===== config.mk =====
export PLATFORM = sky130hd
export DESIGN_NAME = in_order_reorder_buffer
export DESIGN_NICKNAME = d
export VERILOG_FILES = /design/src/hdl/iorb_pkg.sv /design/src/hdl/in_order_reorder_buffer.sv /design/src/hdl/iorb_dpath.sv /design/src/hdl/iorb_ctrl.sv
export SDC_FILE = /design/constraint.sdc
export NUM_CORES = 1
export LEC_CHECK = 0
export ABC_CLOCK_PERIOD_IN_PS = 7450
export BUFFER_PORTS_ARGS = -buffer_cell sky130_fd_sc_hd__buf_2
export CORE_MARGIN = 4
export CORE_UTILIZATION = 30
export CTS_BUF_LIST = sky130_fd_sc_hd__clkbuf_16
export CTS_CLUSTER_SIZE = 28
export DETAILED_ROUTE_END_ITERATION = 12
export RECOVER_POWER = 25
export SYNTH_ARGS = -nofsm -noshare
export SYNTH_HDL_FRONTEND = slang
export SYNTH_SLANG_ARGS = --single-unit

===== constraint.sdc =====
create_clock -name clk -period 7.45 [get_ports clk]
set_input_delay 1.1175 -clock clk [delete_from_list [all_inputs] [get_ports clk]]
set_output_delay 1.1175 -clock clk [all_outputs]
set_load 0.05 [all_outputs]

===== src/hdl/iorb_pkg.sv =====
package iorb_pkg;

    localparam int SEQ_W      = 16;
    localparam int TAG_W      = 32;
    localparam int WINDOW_DEF = 16;

    typedef enum logic [1:0] {
        KIND_ACK = 2'd0,
        KIND_MSG = 2'd1,
        KIND_DUP = 2'd2,
        KIND_REJ = 2'd3
    } kind_t;

    typedef struct packed {
        logic [SEQ_W-1:0] seq;
        logic [TAG_W-1:0] payload_tag;
        logic             drop;
        logic             duplicate;
    } in_item_t;

    typedef struct packed {
        kind_t            kind;
        logic [SEQ_W-1:0] out_seq;
        logic [TAG_W-1:0] out_tag;
        logic             last;
    } out_item_t;

    // Classification of the packet offered on the input channel.
    typedef enum logic [1:0] {
        CLS_NONE,
        CLS_INORDER,
        CLS_AHEAD,
        CLS_REJECT
    } cls_t;

    typedef enum logic [2:0] {
        ST_IDLE,
        ST_ACK,
        ST_MSG,
        ST_DUP,
        ST_DACK,
        ST_DMSG,
        ST_REJ
    } state_t;

    typedef struct packed {
        logic  cap;
        logic  adv_inorder;
        logic  store;
        logic  load;
        kind_t kind;
        logic  use_drain;
        logic  last;
        logic  drain_adv;
    } cmd_t;

    typedef struct packed {
        cls_t cls;
        logic out_free;
        logic dup;
        logic succ_held;
        logic next_held;
    } sts_t;

endpackage


===== src/hdl/in_order_reorder_buffer.sv =====
// Receiver-side reorder buffer for a stream of sequence-numbered packets.
// Input channel pkt/pkt_valid/pkt_stall: one transfer carries seq, payload_tag,
// drop and duplicate. Output channel res/res_valid/res_stall: one transfer
// carries kind (ack, message, duplicate, reject), out_seq, out_tag and last.
// The expected packet produces ack, message and an optional duplicate, then an
// ack and a message for every held successor, in order. Packets ahead within
// the window are stored silently, packets beyond it give one reject result,
// and dropped or older packets give nothing.
// Sequence: an accepted packet is classified in its transfer cycle; the output
// sequencer then holds one state per result (ack, message, duplicate, then an
// ack and a message for each drained entry, or a single reject), while stored
// and ignored packets need no sequencer state. The first result is loaded from
// the sequencer's ack or reject state into the output register once that
// register is free. The sequencer runs one result per cycle into a single
// output register while the output is not stalled, and the tag store is read
// through a registered port addressed by the next ring head.
// Reset clears the expected sequence number, the ring head and all held bits;
// the tag store is not cleared. A stall on the output holds the current result
// and freezes the sequencer; pkt_stall stays high until the last result of the
// packet is in the output register.
module in_order_reorder_buffer #(
    parameter int WINDOW = iorb_pkg::WINDOW_DEF
) (
    input  logic                clk,
    input  logic                rst_n,
    input  logic                pkt_valid,
    output logic                pkt_stall,
    input  iorb_pkg::in_item_t  pkt,
    output logic                res_valid,
    input  logic                res_stall,
    output iorb_pkg::out_item_t res
);
    import iorb_pkg::*;

    // Commands from the sequencer to the datapath and status back.
    cmd_t cmd;
    sts_t sts;

    // The controller walks through the results of one packet at a time.
    iorb_ctrl u_ctrl (
        .clk       (clk),
        .rst_n     (rst_n),
        .sts       (sts),
        .cmd       (cmd),
        .pkt_stall (pkt_stall)
    );

    // The datapath holds the expected sequence number, the ring of held bits,
    // the tag store and the output register.
    iorb_dpath #(
        .WINDOW (WINDOW)
    ) u_dpath (
        .clk       (clk),
        .rst_n     (rst_n),
        .pkt_valid (pkt_valid),
        .pkt       (pkt),
        .cmd       (cmd),
        .sts       (sts),
        .res_valid (res_valid),
        .res_stall (res_stall),
        .res       (res)
    );

`ifndef SYNTHESIS
    // A reject is always the single and therefore final result of its packet.
    assert property (@(posedge clk) disable iff (!rst_n)
        (res_valid && res.kind == KIND_REJ) |-> res.last)
        else $error("reject result without last");

    // An ack is always followed by its message, so it never closes a packet.
    assert property (@(posedge clk) disable iff (!rst_n)
        res_valid |-> !(res.kind == KIND_ACK && res.last))
        else $error("ack result marked last");

    // When new packets are taken, no held entry may sit at the ring head.
    assert property (@(posedge clk) disable iff (!rst_n)
        !pkt_stall |-> !sts.succ_held)
        else $error("held entry left at head while idle");
`endif

endmodule


===== src/hdl/iorb_dpath.sv =====
module iorb_dpath #(
    parameter int WINDOW = iorb_pkg::WINDOW_DEF
) (
    input  logic                clk,
    input  logic                rst_n,
    input  logic                pkt_valid,
    input  iorb_pkg::in_item_t  pkt,
    input  iorb_pkg::cmd_t      cmd,
    output iorb_pkg::sts_t      sts,
    output logic                res_valid,
    input  logic                res_stall,
    output iorb_pkg::out_item_t res
);
    import iorb_pkg::*;

    localparam int HW = (WINDOW > 1) ? $clog2(WINDOW) : 1;
    localparam logic [HW:0]    WIN_EXT  = (HW+1)'(WINDOW);
    localparam logic [HW-1:0]  HEAD_MAX = HW'(WINDOW - 1);
    localparam logic [SEQ_W-1:0] WIN_SEQ = SEQ_W'(WINDOW);

    logic [SEQ_W-1:0]  exp_seq_reg, exp_seq_next;
    logic [HW-1:0]     head_reg, head_next;
    logic [WINDOW-1:0] held_reg, held_next;
    logic              res_valid_reg, res_valid_next;
    out_item_t         res_reg, res_next;
    logic [SEQ_W-1:0]  seq_reg;
    logic [TAG_W-1:0]  tag_reg;
    logic              dup_reg;
    logic [TAG_W-1:0]  rd_tag_reg;
    logic [TAG_W-1:0]  tag_mem [WINDOW];

    logic [SEQ_W-1:0]  distance;
    logic [HW-1:0]     head_inc;
    logic [HW:0]       slot_sum;
    logic [HW-1:0]     slot;
    cls_t              cls;

    assign distance = pkt.seq - exp_seq_reg;
    assign head_inc = (head_reg == HEAD_MAX) ? '0 : head_reg + 1'b1;
    assign slot_sum = {1'b0, head_reg} + distance[HW:0];
    assign slot     = (slot_sum >= WIN_EXT) ? HW'(slot_sum - WIN_EXT) : slot_sum[HW-1:0];

    always_comb
    begin
        if (!pkt_valid || pkt.drop)
        begin
            cls = CLS_NONE;
        end
        else if (distance == '0)
        begin
            cls = CLS_INORDER;
        end
        else if (distance < WIN_SEQ)
        begin
            cls = CLS_AHEAD;
        end
        else if (!distance[SEQ_W-1])
        begin
            cls = CLS_REJECT;
        end
        else
        begin
            cls = CLS_NONE;
        end
    end

    always_comb
    begin
        head_next    = head_reg;
        exp_seq_next = exp_seq_reg;
        held_next    = held_reg;
        if (cmd.store)
        begin
            held_next[slot] = 1'b1;
        end
        if (cmd.adv_inorder || cmd.drain_adv)
        begin
            held_next[head_reg] = 1'b0;
            head_next           = head_inc;
            exp_seq_next        = exp_seq_reg + 1'b1;
        end
    end

    always_comb
    begin
        res_next.kind    = cmd.kind;
        res_next.out_seq = cmd.use_drain ? exp_seq_reg : seq_reg;
        res_next.out_tag = cmd.use_drain ? rd_tag_reg : tag_reg;
        res_next.last    = cmd.last;
        if (cmd.load)
        begin
            res_valid_next = 1'b1;
        end
        else
        begin
            res_valid_next = res_valid_reg && res_stall;
        end
    end

    always_ff @(posedge clk or negedge rst_n)
    begin
        if (!rst_n)
        begin
            exp_seq_reg   <= '0;
            head_reg      <= '0;
            held_reg      <= '0;
            res_valid_reg <= 1'b0;
        end
        else
        begin
            exp_seq_reg   <= exp_seq_next;
            head_reg      <= head_next;
            held_reg      <= held_next;
            res_valid_reg <= res_valid_next;
        end
    end

    always_ff @(posedge clk)
    begin
        if (cmd.cap)
        begin
            seq_reg <= pkt.seq;
            tag_reg <= pkt.payload_tag;
            dup_reg <= pkt.duplicate;
        end
        if (cmd.load)
        begin
            res_reg <= res_next;
        end
    end

    // Tag store: written at the packet's ring slot, read at the next head.
    always_ff @(posedge clk)
    begin
        if (cmd.store)
        begin
            tag_mem[slot] <= pkt.payload_tag;
        end
        rd_tag_reg <= tag_mem[head_next];
    end

    assign sts.cls       = cls;
    assign sts.out_free  = !res_valid_reg || !res_stall;
    assign sts.dup       = dup_reg;
    assign sts.succ_held = held_reg[head_reg];
    assign sts.next_held = held_reg[head_inc];

    assign res_valid = res_valid_reg;
    assign res       = res_reg;

endmodule


===== src/hdl/iorb_ctrl.sv =====
module iorb_ctrl (
    input  logic            clk,
    input  logic            rst_n,
    input  iorb_pkg::sts_t  sts,
    output iorb_pkg::cmd_t  cmd,
    output logic            pkt_stall
);
    import iorb_pkg::*;

    state_t state_reg, state_next;

    always_ff @(posedge clk or negedge rst_n)
    begin
        if (!rst_n)
        begin
            state_reg <= ST_IDLE;
        end
        else
        begin
            state_reg <= state_next;
        end
    end

    always_comb
    begin
        state_next = state_reg;
        case (state_reg)
            ST_IDLE:
            begin
                if (sts.cls == CLS_INORDER)
                begin
                    state_next = ST_ACK;
                end
                else if (sts.cls == CLS_REJECT)
                begin
                    state_next = ST_REJ;
                end
            end
            ST_ACK:
            begin
                if (sts.out_free)
                begin
                    state_next = ST_MSG;
                end
            end
            ST_MSG:
            begin
                if (sts.out_free)
                begin
                    if (sts.dup)
                    begin
                        state_next = ST_DUP;
                    end
                    else
                    begin
                        state_next = sts.succ_held ? ST_DACK : ST_IDLE;
                    end
                end
            end
            ST_DUP:
            begin
                if (sts.out_free)
                begin
                    state_next = sts.succ_held ? ST_DACK : ST_IDLE;
                end
            end
            ST_DACK:
            begin
                if (sts.out_free)
                begin
                    state_next = ST_DMSG;
                end
            end
            ST_DMSG:
            begin
                if (sts.out_free)
                begin
                    state_next = sts.next_held ? ST_DACK : ST_IDLE;
                end
            end
            ST_REJ:
            begin
                if (sts.out_free)
                begin
                    state_next = ST_IDLE;
                end
            end
            default:
            begin
                state_next = ST_IDLE;
            end
        endcase
    end

    always_comb
    begin
        cmd           = '0;
        cmd.kind      = KIND_ACK;
        pkt_stall     = 1'b1;
        case (state_reg)
            ST_IDLE:
            begin
                pkt_stall       = 1'b0;
                cmd.cap         = (sts.cls == CLS_INORDER) || (sts.cls == CLS_REJECT);
                cmd.adv_inorder = (sts.cls == CLS_INORDER);
                cmd.store       = (sts.cls == CLS_AHEAD);
            end
            ST_ACK:
            begin
                cmd.load = sts.out_free;
                cmd.kind = KIND_ACK;
            end
            ST_MSG:
            begin
                cmd.load = sts.out_free;
                cmd.kind = KIND_MSG;
                cmd.last = !sts.dup && !sts.succ_held;
            end
            ST_DUP:
            begin
                cmd.load = sts.out_free;
                cmd.kind = KIND_DUP;
                cmd.last = !sts.succ_held;
            end
            ST_DACK:
            begin
                cmd.load      = sts.out_free;
                cmd.kind      = KIND_ACK;
                cmd.use_drain = 1'b1;
            end
            ST_DMSG:
            begin
                cmd.load      = sts.out_free;
                cmd.kind      = KIND_MSG;
                cmd.use_drain = 1'b1;
                cmd.last      = !sts.next_held;
                cmd.drain_adv = sts.out_free;
            end
            ST_REJ:
            begin
                cmd.load = sts.out_free;
                cmd.kind = KIND_REJ;
                cmd.last = 1'b1;
            end
            default:
            begin
                pkt_stall = 1'b1;
            end
        endcase
    end

endmodule


* After elaboration in Yosys (flattened, before gate mapping) *
Memories as Yosys holds them, arrays and structs flattened. A register that Yosys moved wholly into a read port is not among the register bits.
Index checks and enable logic that the tools add are counted.

word-level totals
  register bits after elaboration = 140
  RAM bits = 512
  input bits = 54
  output and inout bits = 53
  logic and storage cells = 105
  memories = 1

memory list
  name             words  width  read ports  clocked after Yosys merged registers in  wr ports  RTL line          source
  u_dpath.tag_mem  16     32     1           1                                        1         iorb_dpath.sv:30  logic [TAG_W-1:0] tag_mem [WINDOW];

operators by class
  $add $sub $neg = 5
  magnitude comparators = 7
  equal/unequal tests = 17
  multiplexer cells = 40
  bitwise operators = 3
  reduce and logical (&&, ||, !) cells = 20

operator list
  kind                                                                number
  2-to-1 mux 16 bit                                                   3
  2-to-1 mux 3 bit                                                    12
  2-to-1 mux 32 bit                                                   1
  one-hot mux 3 bit (7 select lines)                                  1
  adder 16 x 1 -> 16 bit (second input constant)                      1
  bitwise AND 16 bit                                                  1
  zero test 16 bit                                                    1
  less-than comparator 16 x 5 -> 1 bit (second input constant)        1
  inverter 16 bit                                                     1
  bitwise OR 16 bit                                                   1
  subtractor 16 bit                                                   1
  less-than comparator 4 x 5 -> 1 bit (second input constant)         3
  2-to-1 mux 4 bit                                                    3
  != test 2 x 1 -> 1 bit (second input constant)                      6
  one-hot mux 3 bit (4 select lines)                                  1
  2-to-1 mux 1 bit                                                    10
  == test 3 bit (second input constant)                               3
  binary-select mux 1 bit (select 4 bit)                              2
  demux 1 bit (select 4 bit)                                          2
  greater-or-equal comparator 4 x 1 -> 1 bit (second input constant)  2
  2-to-1 mux 2 bit                                                    4
  AND reduction 7 bit                                                 1
  == test 3 x 2 -> 1 bit (second input constant)                      2
  zero test 1 bit                                                     6
  14 further kinds                                                    23

* Logic depth before layout (Yosys ltp) *
  word-level depth = 12
  gate-level depth with buffers = 17
  gate-level depth less buffers = 15

* By module *
Synthesis repeated with hierarchy kept, for this count alone.

unflattened totals
  cell total of the unflattened synthesis = 2024
  area, all modules = 27607.7 sq um

modules (own cells, without submodules)
  module      instances  cells an instance  area each (sq um)  seq. area each (sq um)
  iorb_dpath  1          1977               27234.9            19944.1
  iorb_ctrl   1          47                 372.9              75.1

* Least setup slack after synthesis *
OpenSTA, ideal clock, no wires.

  path kind = input port to flip-flop
  start point = in pkt[37] (netlist name)
  end point = mem u_dpath.tag_mem[14][0] (enable)
  library setup time = 463 ps
  arrival time = 6015 ps
  data required time = 6987 ps
  path slack = 972 ps
  stages on the path = 10
  buffers on the path = 0
  cells stage by stage = ha_1 and2_4 a221o_1 or4_1 o311ai_1 nand4_2 a2111o_1 nor3_1 nand3_1 nor3_1

on the way
  word-level cells in the longest chain between the ends = 9
  elaborated cells between the ends (all ways) = 15
  classes of those cells = add/sub: 3; order compare: 2; eq/ne: 1; mux: 8; reduce/logical: 1

ends and longest elaborated chain
  item                                                                      RTL line                            source
  start, declared                                                           in_order_reorder_buffer.sv:28       input iorb_pkg::in_item_t pkt,
  subtractor 16 bit *                                                       iorb_dpath.sv:38                    assign distance = pkt.seq - exp_seq_reg;
  less-than comparator 16 x 5 -> 1 bit or 2-to-1 mux 2 bit (tied branches)  iorb_dpath.sv:53, iorb_dpath.sv:57
  2-to-1 mux 2 bit                                                          iorb_dpath.sv:53                    else if (distance < WIN_SEQ)
  2-to-1 mux 2 bit                                                          iorb_dpath.sv:49                    else if (distance == '0)
  2-to-1 mux 2 bit                                                          iorb_dpath.sv:45                    if (!pkt_valid || pkt.drop)
  == test 2 bit                                                             iorb_ctrl.sv:106                    cmd.store = (sts.cls == CLS_AHEAD);
  2-to-1 mux 3 bit                                                          iorb_ctrl.sv:100                    case (state_reg)
  2-to-1 mux 1 bit                                                          iorb_dpath.sv:135                   if (cmd.store)
  2-to-1 mux 1 bit (not written as such)                                    iorb_dpath.sv:137                   tag_mem[slot] <= pkt.payload_tag;
  end, declared                                                             iorb_dpath.sv:30

Every way passes the cells marked *; elsewhere a longest branch is shown, timed or not.

* Worst setup path in the final report *
  start point = in pkt[34] (netlist name)
  end point = reg u_dpath.rd_tag_reg[23] (read register of u_dpath.tag_mem)

on the way
  word-level cells in the longest chain between the ends = 9
  elaborated cells between the ends (all ways) = 11
  classes of those cells = add/sub: 1; order compare: 1; eq/ne: 1; mux: 6; reduce/logical: 2

ends and longest elaborated chain
  item                                                                      RTL line                            source
  subtractor 16 bit *                                                       iorb_dpath.sv:38
  less-than comparator 16 x 5 -> 1 bit or 2-to-1 mux 2 bit (tied branches)  iorb_dpath.sv:53, iorb_dpath.sv:57
  2-to-1 mux 2 bit                                                          iorb_dpath.sv:53
  2-to-1 mux 2 bit *                                                        iorb_dpath.sv:49
  2-to-1 mux 2 bit *                                                        iorb_dpath.sv:45
  == test 2 x 1 -> 1 bit *                                                  iorb_ctrl.sv:105                    cmd.adv_inorder = (sts.cls == CLS_INORDER);
  2-to-1 mux 3 bit *                                                        iorb_ctrl.sv:100
  logical OR 1 bit *                                                        iorb_dpath.sv:76                    if (cmd.adv_inorder || cmd.drain_adv)
  2-to-1 mux 4 bit *                                                        iorb_dpath.sv:76
  named net u_dpath.head_next[0]                                            iorb_dpath.sv:22                    logic [HW-1:0] head_reg, head_next;
  end, declared                                                             iorb_dpath.sv:29                    logic [TAG_W-1:0] rd_tag_reg;

Mark *: on every way through the listed nets, which the timed path passes. The rest lies on a longest branch.
A chain may end at the register's enable or synchronous reset.

==> out/qor.txt <==
pwr/cell area: 344 nW/um2
initial antenna violation count: 5
fill count: 8389
final period utilization: 82.6%
core box area: 88900 um2
Worst slew margin: 32.8%
Sw Pwr: 3.51 mW
TritonCTS buffer count: 71
Port Buffers: 106
Mapped Area: 27000 um2
Final Setup Violations: 0
Avg Synthesized Cell Area: 16.2 um2
CTS max path bufs: 3
Final Max Slew Viols: 0
Iter 0 DRT Violations: 1108
CP max stage cell: o41ai_4
FF+latch area: 20000 um2
final wirelength: 65.3 mm
share of cells above drive strength 1: 13.3%
Setup Skew: 0.0254 ns
EDFF count, synth: 612
cts-stage hold buffer count: 0
Detail Route Antenna Nets: 0
Post-CTS Setup Inserts: 0
Worst-Margin Slew: 1.00 ns
clk root buf: clkbuf_16
critical path class: in -> reg
final hold viol count: 0
vias in the first global route: 15300
Die ar.: 95000 um2
Seq/Total Area, Yosys: 74.1%
Top FF cell, synth: edfxtp_1
Highest Clock Rate: 163 MHz
Max Fanout on Critical Path: 22
Post-Synth Adder-Cell Area: 1.21%
Total Nets Final: 1888
wire per inst: 21.5 um
die height: 308 um
switch share: 32.4%
Die X: 308 um
Int Power: 7.32 mW
Reg clk slew, reported paths: 0.06 ns
CP max stage delay: 0.95 ns
Starting Density: 30.4%
top post-synthesis cells by area: edfxtp_1 (68%), mux2i_1 (9.7%), dfrtp_1 (3.7%)
mux cell area share after synthesis: 10.5%
Worst setup EP type: register
Post-Synthesis Cells: 1668
Yosys cell types: 65
vias post-DR: 14900
Clock Latency Late Sink: 0.63 ns
Mapped Nets: 1747
area of the multi-input gates: 6710 um2
final setup TNS: 0 ns
pin count of the biggest net entering global routing: 69
leak pwr: 10.6 nW
gpl congestion: 0.792
Synth area leader: edfxtp_1
Largest register FFs: 512
synth warn: 0
TritonRoute pass-1 iters: 5
Final Non-Filler Cells: 3034
largest family of logic cells by synthesized area: multiplexers
Commonest cells post-synth: edfxtp_1 (612), mux2i_1 (261), nand2_1 (156)
status: finished, final reports clean
MaxCap Viol Count: 0
first-pass GRT wire length: 97.5 mm
part of the power in the clock network: 31.3%
cell total after placement: 2901
hold crit path type: reg -> reg
crit-path cells: clkbuf_1 -> inv_1 -> ha_1 -> inv_1 -> fa_1 -> a211o_1 -> a21oi_1 -> o21a_1 -> o21ai_0 -> a221o_1 -> o41ai_4 -> mux2i_1 -> inv_1 -> o21ai_4 -> buf_4 -> o22ai_1 -> or4_1
Peak VDD IR: 0.212 mV
cts repair resizes: 0
dpl hpwl: 37.8 mm
area added between synthesis and finish: 16.6%
post-synthesis simple-gate area fraction: 5.20%
Site Rows: 109
Remaining Overflow, GRT: 0
Yosys top cell area share: 68.0%
Reg power frac: 43.1%
Comb pwr share: 25.6%
all-layer global routing usage: 13.6%
async set or reset register ratio after synthesis: 5.85%
Remaining DRCs: 0
WP data arrival: 6.63 ns
crit start category: primary input
FF+latch count, synth: 684
post-synthesis compound-gate area fraction: 6.14%
routed vias/inst: 4.90
RSZ-0062 raised after global routing: no
htree depth: 3
CTS tree: yes
post-layout minimum cycle time: 6.15 ns
Sink Count: 684
Post-Synth XOR/XNOR Area: 0.907%
Worst EP required: 7.93 ns
IO Count: 107
cell with the most instances after synthesis: edfxtp_1
most used cell, CP: inv_1
-- path summary, 6_finish.rpt --
path,cells after the start,from,endpoint,slack [ns]
hold reg to reg,1,u_dpath.exp_seq_reg[8],u_dpath.exp_seq_reg[8],0.48
hold / removal,1,u_dpath.exp_seq_reg[8],u_dpath.exp_seq_reg[8],0.48
max in group asynchronous,1,rst_n,u_dpath.held_reg[7],6.19
setup reg to reg,15,u_dpath.exp_seq_reg[0],u_dpath.rd_tag_reg[23],1.45
min in group asynchronous,1,rst_n,u_dpath.exp_seq_reg[4],0.64
setup / recovery,17,pkt[34],u_dpath.rd_tag_reg[23],1.30
-- critical path: cells and delay by family --
family | cells | cell delay [ns]
adders and majority gates | 2 | 0.62
and+or+nand+nor | 1 | 0.54
AOI/OAI and AO/OA | 8 | 2.66
buffers and inverters | 5 | 0.93
muxes | 1 | 0.74
-- power groups by stage --
stage	Sequential, mW	Clock (mW)	Combinational, mW
floorplan	5.12	0	1.56
global route	4.70	3.66	2.98
finish	4.67	3.39	2.78
global placement	4.75	0	2.77
CTS	4.68	3.48	2.82
detailed placement	4.75	0	2.81
-- through the flow --
step	area [um2]	hold WS, ns	setup slack [ns]	power [mW]	util [%]
2_1_floorplan	27000	0.445	0.972	6.68	-
4_1_cts	31600	0.481	1.33	11.0	35.5
3_3_place_gp	29300	0.461	0.848	7.53	32.9
6_report	31500	0.480	1.30	10.8	35.4
5_1_grt	31500	0.519	0.952	11.3	35.4
3_5_place_dp	29300	0.468	0.685	7.56	32.9
-- cells in the final DEF, fill, tap and decap left out, types with 6 or more instances in the layout --
cell type  instances
clkbuf_16         71
dfxtp_1           32
o22ai_1          129
a21oi_1           21
o21ai_4            6
nand3_1           11
o21ai_0           33
nor2_1            21
nor2_4            13
or4_1             33
xnor2_1           23
edfxtp_1         612
nand4_1            6
buf_12            14
buf_4             25
mux4_2             9
a21o_1             6
dfrtp_1           40
clkinv_2          14
nand2_1          156
clkbuf_1          43
clkinv_1           9
mux2i_1          261
o22a_1            16
nor3_1            15
ha_1              23
buf_2             63
inv_1             49
nand2b_1           8
-- kinds of logic (layout without fill, tap and decap cells) --
kind of cell / after synthesis / count (layout)
flops: 684 / 684
simple gates: 298 / 298
mux: 273 / 273
compound gates: 253 / 253
buf+inv: 107 / 305
xor+xnor: 28 / 28
fa+ha+maj: 25 / 25
other cells: 0 / 3
-- layout make-up --
type	instances	area share, %
flip-flops and latches	684	63.5
multi-input cells	877	21.3
clock buffers	71	5.64
well taps	1165	4.63
repair buffers	145	3.00
clock inverters	59	1.55
inverters	30	0.357
diodes	3	0.0238
-- layer usage --
layer | GRT usage, % | vias to the layer above | wire length [um]
li1 | - | 6809 | -
met3 | 2.54 | 91 | 3700
met1 | 17.8 | 7540 | 28500
met5 | 0 | - | 23
met4 | 3.83 | 4 | 1340
met2 | 23.2 | 428 | 31700
Note: power is estimated with default switching activity, not from simulation.
